### src/design/tpd_pkg.sv
// Shared types, constants and CRC helper for the telemetry packet deframer.
package tpd_pkg;

    localparam int NFIELDS = 9;

    localparam logic [7:0]  START_BYTE    = 8'h02;
    localparam logic [7:0]  END_BYTE      = 8'h03;
    localparam logic [7:0]  CMD_TELEMETRY = 8'h04;
    localparam logic [15:0] CRC_POLY      = 16'h1021;
    localparam logic [15:0] CRC_MSB       = 16'h8000;
    localparam logic [8:0]  POS_MAX       = 9'd511;
    localparam logic [8:0]  FAULT_REL     = 9'd72;
    localparam logic [7:0]  FAULT_NEED    = 8'd74;
    localparam logic [9:0]  MIN_SIZE      = 10'd6;

    // Telemetry field offsets and lengths, relative to the byte after the command
    localparam logic [7:0] FLD_OFF [NFIELDS] = '{8'd0, 8'd2, 8'd4, 8'd8, 8'd20,
                                                 8'd24, 8'd26, 8'd34, 8'd42};
    localparam logic [7:0] FLD_LEN [NFIELDS] = '{8'd2, 8'd2, 8'd4, 8'd4, 8'd4,
                                                 8'd2, 8'd4, 8'd4, 8'd4};

    typedef enum logic [2:0] {
        ST_OK        = 3'd0,
        ST_SHORT     = 3'd1,
        ST_BAD_START = 3'd2,
        ST_BAD_END   = 3'd3,
        ST_BAD_LEN   = 3'd4,
        ST_BAD_CRC   = 3'd5,
        ST_OTHER_CMD = 3'd6
    } t_status;

    typedef struct packed {
        logic [7:0] rx_byte;
        logic       last_byte;
    } t_byte;

    typedef struct packed {
        t_status            status;
        logic signed [15:0] temp_fet_tenths;
        logic signed [15:0] temp_motor_tenths;
        logic [31:0]        motor_current_bits;
        logic [31:0]        input_current_bits;
        logic [31:0]        input_voltage_bits;
        logic signed [15:0] duty_thousandths;
        logic signed [31:0] electrical_rpm;
        logic [31:0]        amp_hours_bits;
        logic [31:0]        watt_hours_bits;
        logic [7:0]         fault_code;
    } t_result;

    // CRC-16 poly 0x1021, MSB first, one byte
    function automatic logic [15:0] crc_step(input logic [15:0] c, input logic [7:0] b);
        logic [15:0] x;
        x = c ^ {b, 8'h00};
        for (int k = 0; k < 8; k++) begin
            if ((x & CRC_MSB) != 16'h0000) begin
                x = (x << 1) ^ CRC_POLY;
            end else begin
                x = x << 1;
            end
        end
        return x;
    endfunction

endpackage

### src/design/tpd_if.sv
// Valid/ready channel interfaces for received bytes and decoded results.
interface tpd_in_if;
    logic       valid;
    logic       ready;
    logic [7:0] rx_byte;
    logic       last_byte;

    modport source (output valid, output rx_byte, output last_byte, input ready);
    modport sink   (input valid, input rx_byte, input last_byte, output ready);
endinterface

interface tpd_out_if;
    logic               valid;
    logic               ready;
    logic [2:0]         status;
    logic signed [15:0] temp_fet_tenths;
    logic signed [15:0] temp_motor_tenths;
    logic [31:0]        motor_current_bits;
    logic [31:0]        input_current_bits;
    logic [31:0]        input_voltage_bits;
    logic signed [15:0] duty_thousandths;
    logic signed [31:0] electrical_rpm;
    logic [31:0]        amp_hours_bits;
    logic [31:0]        watt_hours_bits;
    logic [7:0]         fault_code;

    modport source (output valid, output status, output temp_fet_tenths,
                    output temp_motor_tenths, output motor_current_bits,
                    output input_current_bits, output input_voltage_bits,
                    output duty_thousandths, output electrical_rpm,
                    output amp_hours_bits, output watt_hours_bits,
                    output fault_code, input ready);
    modport sink   (input valid, input status, input temp_fet_tenths,
                    input temp_motor_tenths, input motor_current_bits,
                    input input_current_bits, input input_voltage_bits,
                    input duty_thousandths, input electrical_rpm,
                    input amp_hours_bits, input watt_hours_bits,
                    input fault_code, output ready);
endinterface

### src/design/tpd_parser.sv
// Packet state, CRC, field capture and end-of-packet checks.
module tpd_parser (
    input  logic            i_clk,
    input  logic            i_rst_n,
    input  logic            i_step,
    input  tpd_pkg::t_byte  i_item,
    output tpd_pkg::t_result o_result
);
    import tpd_pkg::*;

    logic [8:0]  r_pos,   n_pos;
    logic        r_start, n_start;
    logic [7:0]  r_len,   n_len;
    logic [7:0]  r_cmd,   n_cmd;
    logic [7:0]  r_fault, n_fault;
    logic [15:0] r_crc,   n_crc;
    logic [15:0] r_rcrc,  n_rcrc;
    logic [31:0] r_fld [NFIELDS];
    logic [31:0] n_fld [NFIELDS];

    logic [7:0]         b;
    logic [8:0]         len_w;
    logic [8:0]         rel;
    logic               rel_ok;
    logic [9:0]         size;
    logic [9:0]         need;
    t_status            status;
    logic [NFIELDS-1:0] fld_ok;
    logic               fault_ok;

    always_comb begin
        b       = i_item.rx_byte;
        n_start = (r_pos == 9'd0) ? (b == START_BYTE) : r_start;
        n_len   = (r_pos == 9'd1) ? b : r_len;
        n_cmd   = (r_pos == 9'd2) ? b : r_cmd;
        len_w   = {1'b0, n_len};

        // payload spans positions 2 .. 1+L; big-endian CRC follows
        n_crc = r_crc;
        if (r_pos >= 9'd2 && r_pos < len_w + 9'd2) begin
            n_crc = crc_step(r_crc, b);
        end
        n_rcrc = r_rcrc;
        if (r_pos == len_w + 9'd2) begin
            n_rcrc = {b, 8'h00};
        end else if (r_pos == len_w + 9'd3) begin
            n_rcrc = {r_rcrc[15:8], b};
        end

        rel_ok = (r_pos >= 9'd3);
        rel    = r_pos - 9'd3;
        for (int i = 0; i < NFIELDS; i++) begin
            n_fld[i] = r_fld[i];
            if (rel_ok && rel >= {1'b0, FLD_OFF[i]}
                    && rel < {1'b0, FLD_OFF[i]} + {1'b0, FLD_LEN[i]}) begin
                n_fld[i] = {r_fld[i][23:0], b};
            end
        end
        n_fault = (rel_ok && rel == FAULT_REL) ? b : r_fault;
        n_pos   = (r_pos < POS_MAX) ? r_pos + 9'd1 : r_pos;

        size = {1'b0, r_pos} + 10'd1;
        need = {2'b00, n_len} + 10'd4;
        if (size < MIN_SIZE) begin
            status = ST_SHORT;
        end else if (!n_start) begin
            status = ST_BAD_START;
        end else if (b != END_BYTE) begin
            status = ST_BAD_END;
        end else if (size < need) begin
            status = ST_BAD_LEN;
        end else if (n_crc != n_rcrc) begin
            status = ST_BAD_CRC;
        end else if (n_cmd != CMD_TELEMETRY) begin
            status = ST_OTHER_CMD;
        end else begin
            status = ST_OK;
        end

        // a field counts only if it lies wholly inside the telemetry area
        for (int i = 0; i < NFIELDS; i++) begin
            fld_ok[i] = (status == ST_OK)
                && (len_w >= {1'b0, FLD_OFF[i]} + {1'b0, FLD_LEN[i]} + 9'd1);
        end
        fault_ok = (status == ST_OK) && (n_len >= FAULT_NEED);

        o_result.status             = status;
        o_result.temp_fet_tenths    = fld_ok[0] ? n_fld[0][15:0] : 16'h0000;
        o_result.temp_motor_tenths  = fld_ok[1] ? n_fld[1][15:0] : 16'h0000;
        o_result.motor_current_bits = fld_ok[2] ? n_fld[2] : 32'h0;
        o_result.input_current_bits = fld_ok[3] ? n_fld[3] : 32'h0;
        o_result.input_voltage_bits = fld_ok[4] ? n_fld[4] : 32'h0;
        o_result.duty_thousandths   = fld_ok[5] ? n_fld[5][15:0] : 16'h0000;
        o_result.electrical_rpm     = fld_ok[6] ? n_fld[6] : 32'h0;
        o_result.amp_hours_bits     = fld_ok[7] ? n_fld[7] : 32'h0;
        o_result.watt_hours_bits    = fld_ok[8] ? n_fld[8] : 32'h0;
        o_result.fault_code         = fault_ok ? n_fault : 8'h00;
    end

    always_ff @(posedge i_clk) begin
        if (!i_rst_n || (i_step && i_item.last_byte)) begin
            r_pos   <= '0;
            r_start <= 1'b0;
            r_len   <= '0;
            r_cmd   <= '0;
            r_fault <= '0;
            r_crc   <= '0;
            r_rcrc  <= '0;
            for (int i = 0; i < NFIELDS; i++) begin
                r_fld[i] <= '0;
            end
        end else if (i_step) begin
            r_pos   <= n_pos;
            r_start <= n_start;
            r_len   <= n_len;
            r_cmd   <= n_cmd;
            r_fault <= n_fault;
            r_crc   <= n_crc;
            r_rcrc  <= n_rcrc;
            for (int i = 0; i < NFIELDS; i++) begin
                r_fld[i] <= n_fld[i];
            end
        end
    end

endmodule

### src/design/telemetry_packet_deframer.sv
// Top level: input register, packet parser and result register.
//
//  channel  dir  item                         taken when
//  i_rx     in   rx_byte, last_byte           i_rx.valid & i_rx.ready
//  o_res    out  status + telemetry fields    o_res.valid & o_res.ready
//
// One byte per cycle sustained while o_res takes results; the parser handles
// the registered byte combinationally (byte-wide CRC update plus end-of-packet
// checks). A result reaches o_res through the input and result registers.
// Bytes that are not last never wait on o_res; a last byte waits in the
// input register only while an earlier result is still held on o_res.
// Reset is synchronous, active low; i_rx.ready is low while it is held.
module telemetry_packet_deframer (
    input logic      i_clk,
    input logic      i_rst_n,
    tpd_in_if.sink   i_rx,
    tpd_out_if.source o_res
);
    import tpd_pkg::*;

    // input register
    logic    r_in_vld;
    t_byte   r_in;
    // result register
    logic    r_out_vld;
    t_result r_out;

    logic    step;      // registered byte goes through the parser this cycle
    logic    take;      // downstream takes the held result
    logic    accept;    // new byte taken from i_rx
    t_result res;

    assign take   = r_out_vld & o_res.ready;
    // a last byte needs room in the result register, others pass freely
    assign step   = r_in_vld & (~r_in.last_byte | ~r_out_vld | o_res.ready);
    assign i_rx.ready = i_rst_n & (~r_in_vld | step);
    assign accept = i_rx.valid & i_rx.ready;

    always_ff @(posedge i_clk) begin
        if (!i_rst_n) begin
            r_in_vld <= 1'b0;
        end else if (~r_in_vld | step) begin
            r_in_vld <= i_rx.valid;
        end
        if (accept) begin
            r_in.rx_byte   <= i_rx.rx_byte;
            r_in.last_byte <= i_rx.last_byte;
        end
    end

    tpd_parser u_parser (
        .i_clk    (i_clk),
        .i_rst_n  (i_rst_n),
        .i_step   (step),
        .i_item   (r_in),
        .o_result (res)
    );

    always_ff @(posedge i_clk) begin
        if (!i_rst_n) begin
            r_out_vld <= 1'b0;
        end else if (step & r_in.last_byte) begin
            r_out_vld <= 1'b1;
        end else if (take) begin
            r_out_vld <= 1'b0;
        end
        if (step & r_in.last_byte) begin
            r_out <= res;
        end
    end

    assign o_res.valid              = r_out_vld;
    assign o_res.status             = r_out.status;
    assign o_res.temp_fet_tenths    = r_out.temp_fet_tenths;
    assign o_res.temp_motor_tenths  = r_out.temp_motor_tenths;
    assign o_res.motor_current_bits = r_out.motor_current_bits;
    assign o_res.input_current_bits = r_out.input_current_bits;
    assign o_res.input_voltage_bits = r_out.input_voltage_bits;
    assign o_res.duty_thousandths   = r_out.duty_thousandths;
    assign o_res.electrical_rpm     = r_out.electrical_rpm;
    assign o_res.amp_hours_bits     = r_out.amp_hours_bits;
    assign o_res.watt_hours_bits    = r_out.watt_hours_bits;
    assign o_res.fault_code         = r_out.fault_code;

endmodule
### src/flat_wrapper.sv
// flat-port wrapper written by rule: the top's interface ports become plain ports
module telemetry_packet_deframer_flat import tpd_pkg::*;
  (i_clk, i_rst_n, i_rx_valid, i_rx_rx_byte, i_rx_last_byte, i_rx_ready, o_res_valid, o_res_status, o_res_temp_fet_tenths, o_res_temp_motor_tenths, o_res_motor_current_bits, o_res_input_current_bits, o_res_input_voltage_bits, o_res_duty_thousandths, o_res_electrical_rpm, o_res_amp_hours_bits, o_res_watt_hours_bits, o_res_fault_code, o_res_ready);
  tpd_in_if i_rx_i ();
  tpd_out_if o_res_i ();
  input logic i_clk;
  input logic i_rst_n;
  input wire logic [$bits(i_rx_i.valid)-1:0] i_rx_valid;
  input wire logic [$bits(i_rx_i.rx_byte)-1:0] i_rx_rx_byte;
  input wire logic [$bits(i_rx_i.last_byte)-1:0] i_rx_last_byte;
  output wire logic [$bits(i_rx_i.ready)-1:0] i_rx_ready;
  output wire logic [$bits(o_res_i.valid)-1:0] o_res_valid;
  output wire logic [$bits(o_res_i.status)-1:0] o_res_status;
  output wire logic [$bits(o_res_i.temp_fet_tenths)-1:0] o_res_temp_fet_tenths;
  output wire logic [$bits(o_res_i.temp_motor_tenths)-1:0] o_res_temp_motor_tenths;
  output wire logic [$bits(o_res_i.motor_current_bits)-1:0] o_res_motor_current_bits;
  output wire logic [$bits(o_res_i.input_current_bits)-1:0] o_res_input_current_bits;
  output wire logic [$bits(o_res_i.input_voltage_bits)-1:0] o_res_input_voltage_bits;
  output wire logic [$bits(o_res_i.duty_thousandths)-1:0] o_res_duty_thousandths;
  output wire logic [$bits(o_res_i.electrical_rpm)-1:0] o_res_electrical_rpm;
  output wire logic [$bits(o_res_i.amp_hours_bits)-1:0] o_res_amp_hours_bits;
  output wire logic [$bits(o_res_i.watt_hours_bits)-1:0] o_res_watt_hours_bits;
  output wire logic [$bits(o_res_i.fault_code)-1:0] o_res_fault_code;
  input wire logic [$bits(o_res_i.ready)-1:0] o_res_ready;
  assign i_rx_i.valid = i_rx_valid;
  assign i_rx_i.rx_byte = i_rx_rx_byte;
  assign i_rx_i.last_byte = i_rx_last_byte;
  assign i_rx_ready = i_rx_i.ready;
  assign o_res_valid = o_res_i.valid;
  assign o_res_status = o_res_i.status;
  assign o_res_temp_fet_tenths = o_res_i.temp_fet_tenths;
  assign o_res_temp_motor_tenths = o_res_i.temp_motor_tenths;
  assign o_res_motor_current_bits = o_res_i.motor_current_bits;
  assign o_res_input_current_bits = o_res_i.input_current_bits;
  assign o_res_input_voltage_bits = o_res_i.input_voltage_bits;
  assign o_res_duty_thousandths = o_res_i.duty_thousandths;
  assign o_res_electrical_rpm = o_res_i.electrical_rpm;
  assign o_res_amp_hours_bits = o_res_i.amp_hours_bits;
  assign o_res_watt_hours_bits = o_res_i.watt_hours_bits;
  assign o_res_fault_code = o_res_i.fault_code;
  assign o_res_i.ready = o_res_ready;
  telemetry_packet_deframer u_core (.i_clk(i_clk), .i_rst_n(i_rst_n), .i_rx(i_rx_i), .o_res(o_res_i));
endmodule
### config.mk
export PLATFORM = sky130hd
export DESIGN_NAME = telemetry_packet_deframer_flat
export DESIGN_NICKNAME = d
export VERILOG_FILES = /design/src/design/tpd_pkg.sv /design/src/design/tpd_if.sv /design/src/design/tpd_parser.sv /design/src/design/telemetry_packet_deframer.sv /design/src/flat_wrapper.sv
export SDC_FILE = /design/constraint.sdc
export NUM_CORES = 1
export LEC_CHECK = 0
export BUFFER_PORTS_ARGS = -buffer_cell sky130_fd_sc_hd__buf_2
export CAP_MARGIN = 10
export CORE_MARGIN = 2
export CORE_UTILIZATION = 40
export DETAILED_ROUTE_END_ITERATION = 6
export GPL_ROUTABILITY_DRIVEN = 1
export PLACE_DENSITY_LB_ADDON = 0.15
export SLEW_MARGIN = 0
export SYNTH_ARGS = -nofsm -noshare
export SYNTH_HDL_FRONTEND = slang
export SYNTH_SLANG_ARGS = --single-unit
### constraint.sdc
create_clock -name i_clk -period 9.1 [get_ports i_clk]
set_input_delay 0 -clock i_clk [delete_from_list [all_inputs] [get_ports i_clk]]
set_output_delay 0 -clock i_clk [all_outputs]
set_load 0.03 [all_outputs]
==> impl_metrics.ini <==
[timing]
finClkSkew_ps = 23.8
fin_setup_tns_ps = 0
slew_headroom = 0.232
post-route-period-util = 0.880
worst_slew_pin_slew_ps = 1150
layout_min_cycle_time_ps = 8010
clock.fmax_ghz = 0.125
rsz0062_at_grt = false
setup_violations = 0
drv_slew = 0
hold_viol_final = 0

[global_routing]
grt_pass1_wl_um = 102000
grtUsageTotal = 0.193
grt_max_degree = 139
antenna_found_initial = 0
first_global_vias = 16606
grt-ovfl-total = 0

[die]
die_h_um = 262
initial_utilization = 0.405
dieWidth_um = 262
rows = 94
fp.dieArea_um2 = 68700
io_pins = 266
coreArea_um2 = 65900

[pwr]
fin_total_pwr_mw = 5.94
leakagePower_nw = 10.7
max-vdd-ir-drop_uv = 142
p_per_area_nw_per_um2 = 192

[synth]
ys_warn_count = 0
ys.flop_type = edfxtp_1
async_flop_share = 0
synth_edf_count = 500
synth_seq_cells = 568
synth_top_cells_by_area = edfxtp_1 (56%), mux2i_1 (10%), nor3_2 (7.6%)
yosysMostFrequentCell = edfxtp_1
synth_top_area_share = 0.563
synth_nets = 2059
syn_inst = 2017
synth_top_area_cell = edfxtp_1
syn_area_um2 = 26600
ys_seq_area_frac = 0.614
synth_common_cells = edfxtp_1 (500), nor2_1 (279), mux2i_1 (272)
ys_types = 70
synth.avg_cell_area_um2 = 13.2

[clock_tree]
cts_hold_buf = 14
clock-sinks = 568
cts_buffers = 61
clkTransAtPathRegs_ps = 60
cts_setup_buffers = 0
cts.htree.levels = 2
clockBufferDepth = 3
clock_latency_ps = 630
post_cts_resized = 0
cts_root_buf = clkbuf_16
cts_tree = yes

[layout]
postLayoutCellArea_um2 = 30900
fillers = 6034
drive_gt1_frac = 0.277
seq_area_um2 = 16400
antennaDiodeCount = 0
finalNetCount = 2293
multiInputGateArea_um2 = 9480
syn2layout_area_growth_pct = 16.0

[worst_setup_path]
r2r_cells = 22
critical_path_arrival_ps = 8460
endpoint_kind = flip-flop
cp_max_fo = 62
required_ps = 9560
crit_path_start_kind = flip-flop
r2r-start = u_core.u_parser.r_pos[2]$_SDFFE_PP0P_
crit_type = flip-flop to flip-flop
critPathLaunch = u_core.u_parser.r_pos[2]$_SDFFE_PP0P_

[routing]
route.detailed.drc = 0
wirelength_um = 67300
vias_per_cell = 5.31
drtAntennaViolNets = 0
wl_per_cell_um = 21.3
drtPass1Iterations = 5
first_iter_violations = 1221
vias = 16815

[min_path]
worstHoldPathCells = 2
min_path_type = input pin to flip-flop
hp-start = i_rx_rx_byte[2]

[placement]
port-buffer-count = 265
placed_area_um2 = 28700
routabilityCongestion = 0.871
dp_hpwl_um = 43200

[status]
status = finished, final reports clean

[run]
cap_violations = 0
-- registers in the layout, summed over array words and instances, names as in the netlist, 32 cells and up --
register                         count
u_core.u_parser.r_fld              240
u_core.o_res.amp_hours_bits         32
u_core.o_res.electrical_rpm         32
u_core.o_res.input_current_bits     32
u_core.o_res.input_voltage_bits     32
u_core.o_res.motor_current_bits     32
u_core.o_res.watt_hours_bits        32
-- per-stage QoR --
stage / setup WS, ps / instances / util / hold WS [ps]
CTS: 1230 / 3167 / 0.469 / 50.9
global route: 607 / 3167 / 0.469 / 53.7
floorplan: 966 / 2017 / - / 98.9
global placement: 1380 / 3038 / 0.436 / 178
finish: 1090 / 3167 / 0.469 / 85.9
detailed placement: 1250 / 3038 / 0.436 / 178
-- cells by family after synthesis --
| family | share of synthesized area |
|---|---|
| AOI/OAI and AO/OA | 0.0450 |
| adders and majority gates | 0.0136 |
| DFF | 0.614 |
| xor gates and xnor gates | 0.0248 |
| buffers and inverters | 0.0332 |
| muxes | 0.104 |
| and+or+nand+nor | 0.165 |
-- report_power, final --
part	leakage, nW	internal [mW]	switching (mW)
clock network	1.01	1.47	1.03
registers	5.42	2.92	0.0473
logic	4.22	0.114	0.352
total	10.7	4.51	1.43
-- placed cells by master, fill, tap and decap left out, drive strengths merged, types with 41 or more instances in the layout --
| cell | instances |
|---|---|
| nor2 | 279 |
| buf | 308 |
| mux2i | 273 |
| nand2 | 68 |
| clkbuf | 85 |
| dfxtp | 68 |
| xnor2 | 47 |
| nor3 | 265 |
| a22o | 41 |
| edfxtp | 500 |
| o21ai | 41 |
-- worst paths after layout --
check,to,slack (ps)
hold reg to reg,u_core.u_parser.r_rcrc[8]$_SDFFE_PP0P_,450
setup reg to reg,u_core.o_res.watt_hours_bits[19]$_SDFFCE_PN0P_,1090
hold / removal,u_core.r_in[3]$_DFFE_PP_,90
setup / recovery,u_core.o_res.watt_hours_bits[19]$_SDFFCE_PN0P_,1090
-- final cells by class --
class,count,share of cell area
repair buffers,322,0.0591
inverters,27,0.00376
flip-flops and latches,568,0.530
well taps,864,0.0350
multi-input cells,1271,0.306
clock inverters,30,0.00991
clock buffers,85,0.0562
-- per-layer routing --
metal,up-vias,part of all wire,GRT usage
met5,-,0,0
met1,8390,0.46,0.275
met2,413,0.47,0.311
li1,7933,-,-
met4,0,0.016,0.0424
met3,79,0.052,0.0331
-- worst max-delay path, stage by stage, from the launching register on --
cell	delay [ps]
dfxtp_1	290
buf_4	200
nor4_4	520
and3_1	700
mux2i_1	570
inv_1	180
ha_1	380
nand2_1	180
nor2_1	80
xnor2_1	140
ha_1	330
a211oi_1	210
a311o_1	240
and2_1	630
buf_4	310
mux2i_1	360
o22a_1	180
o21ai_0	70
o22a_1	210
or4_4	540
or4_4	800
buf_12	320
nor3_1	270
(Power assumes the default switching activity.)
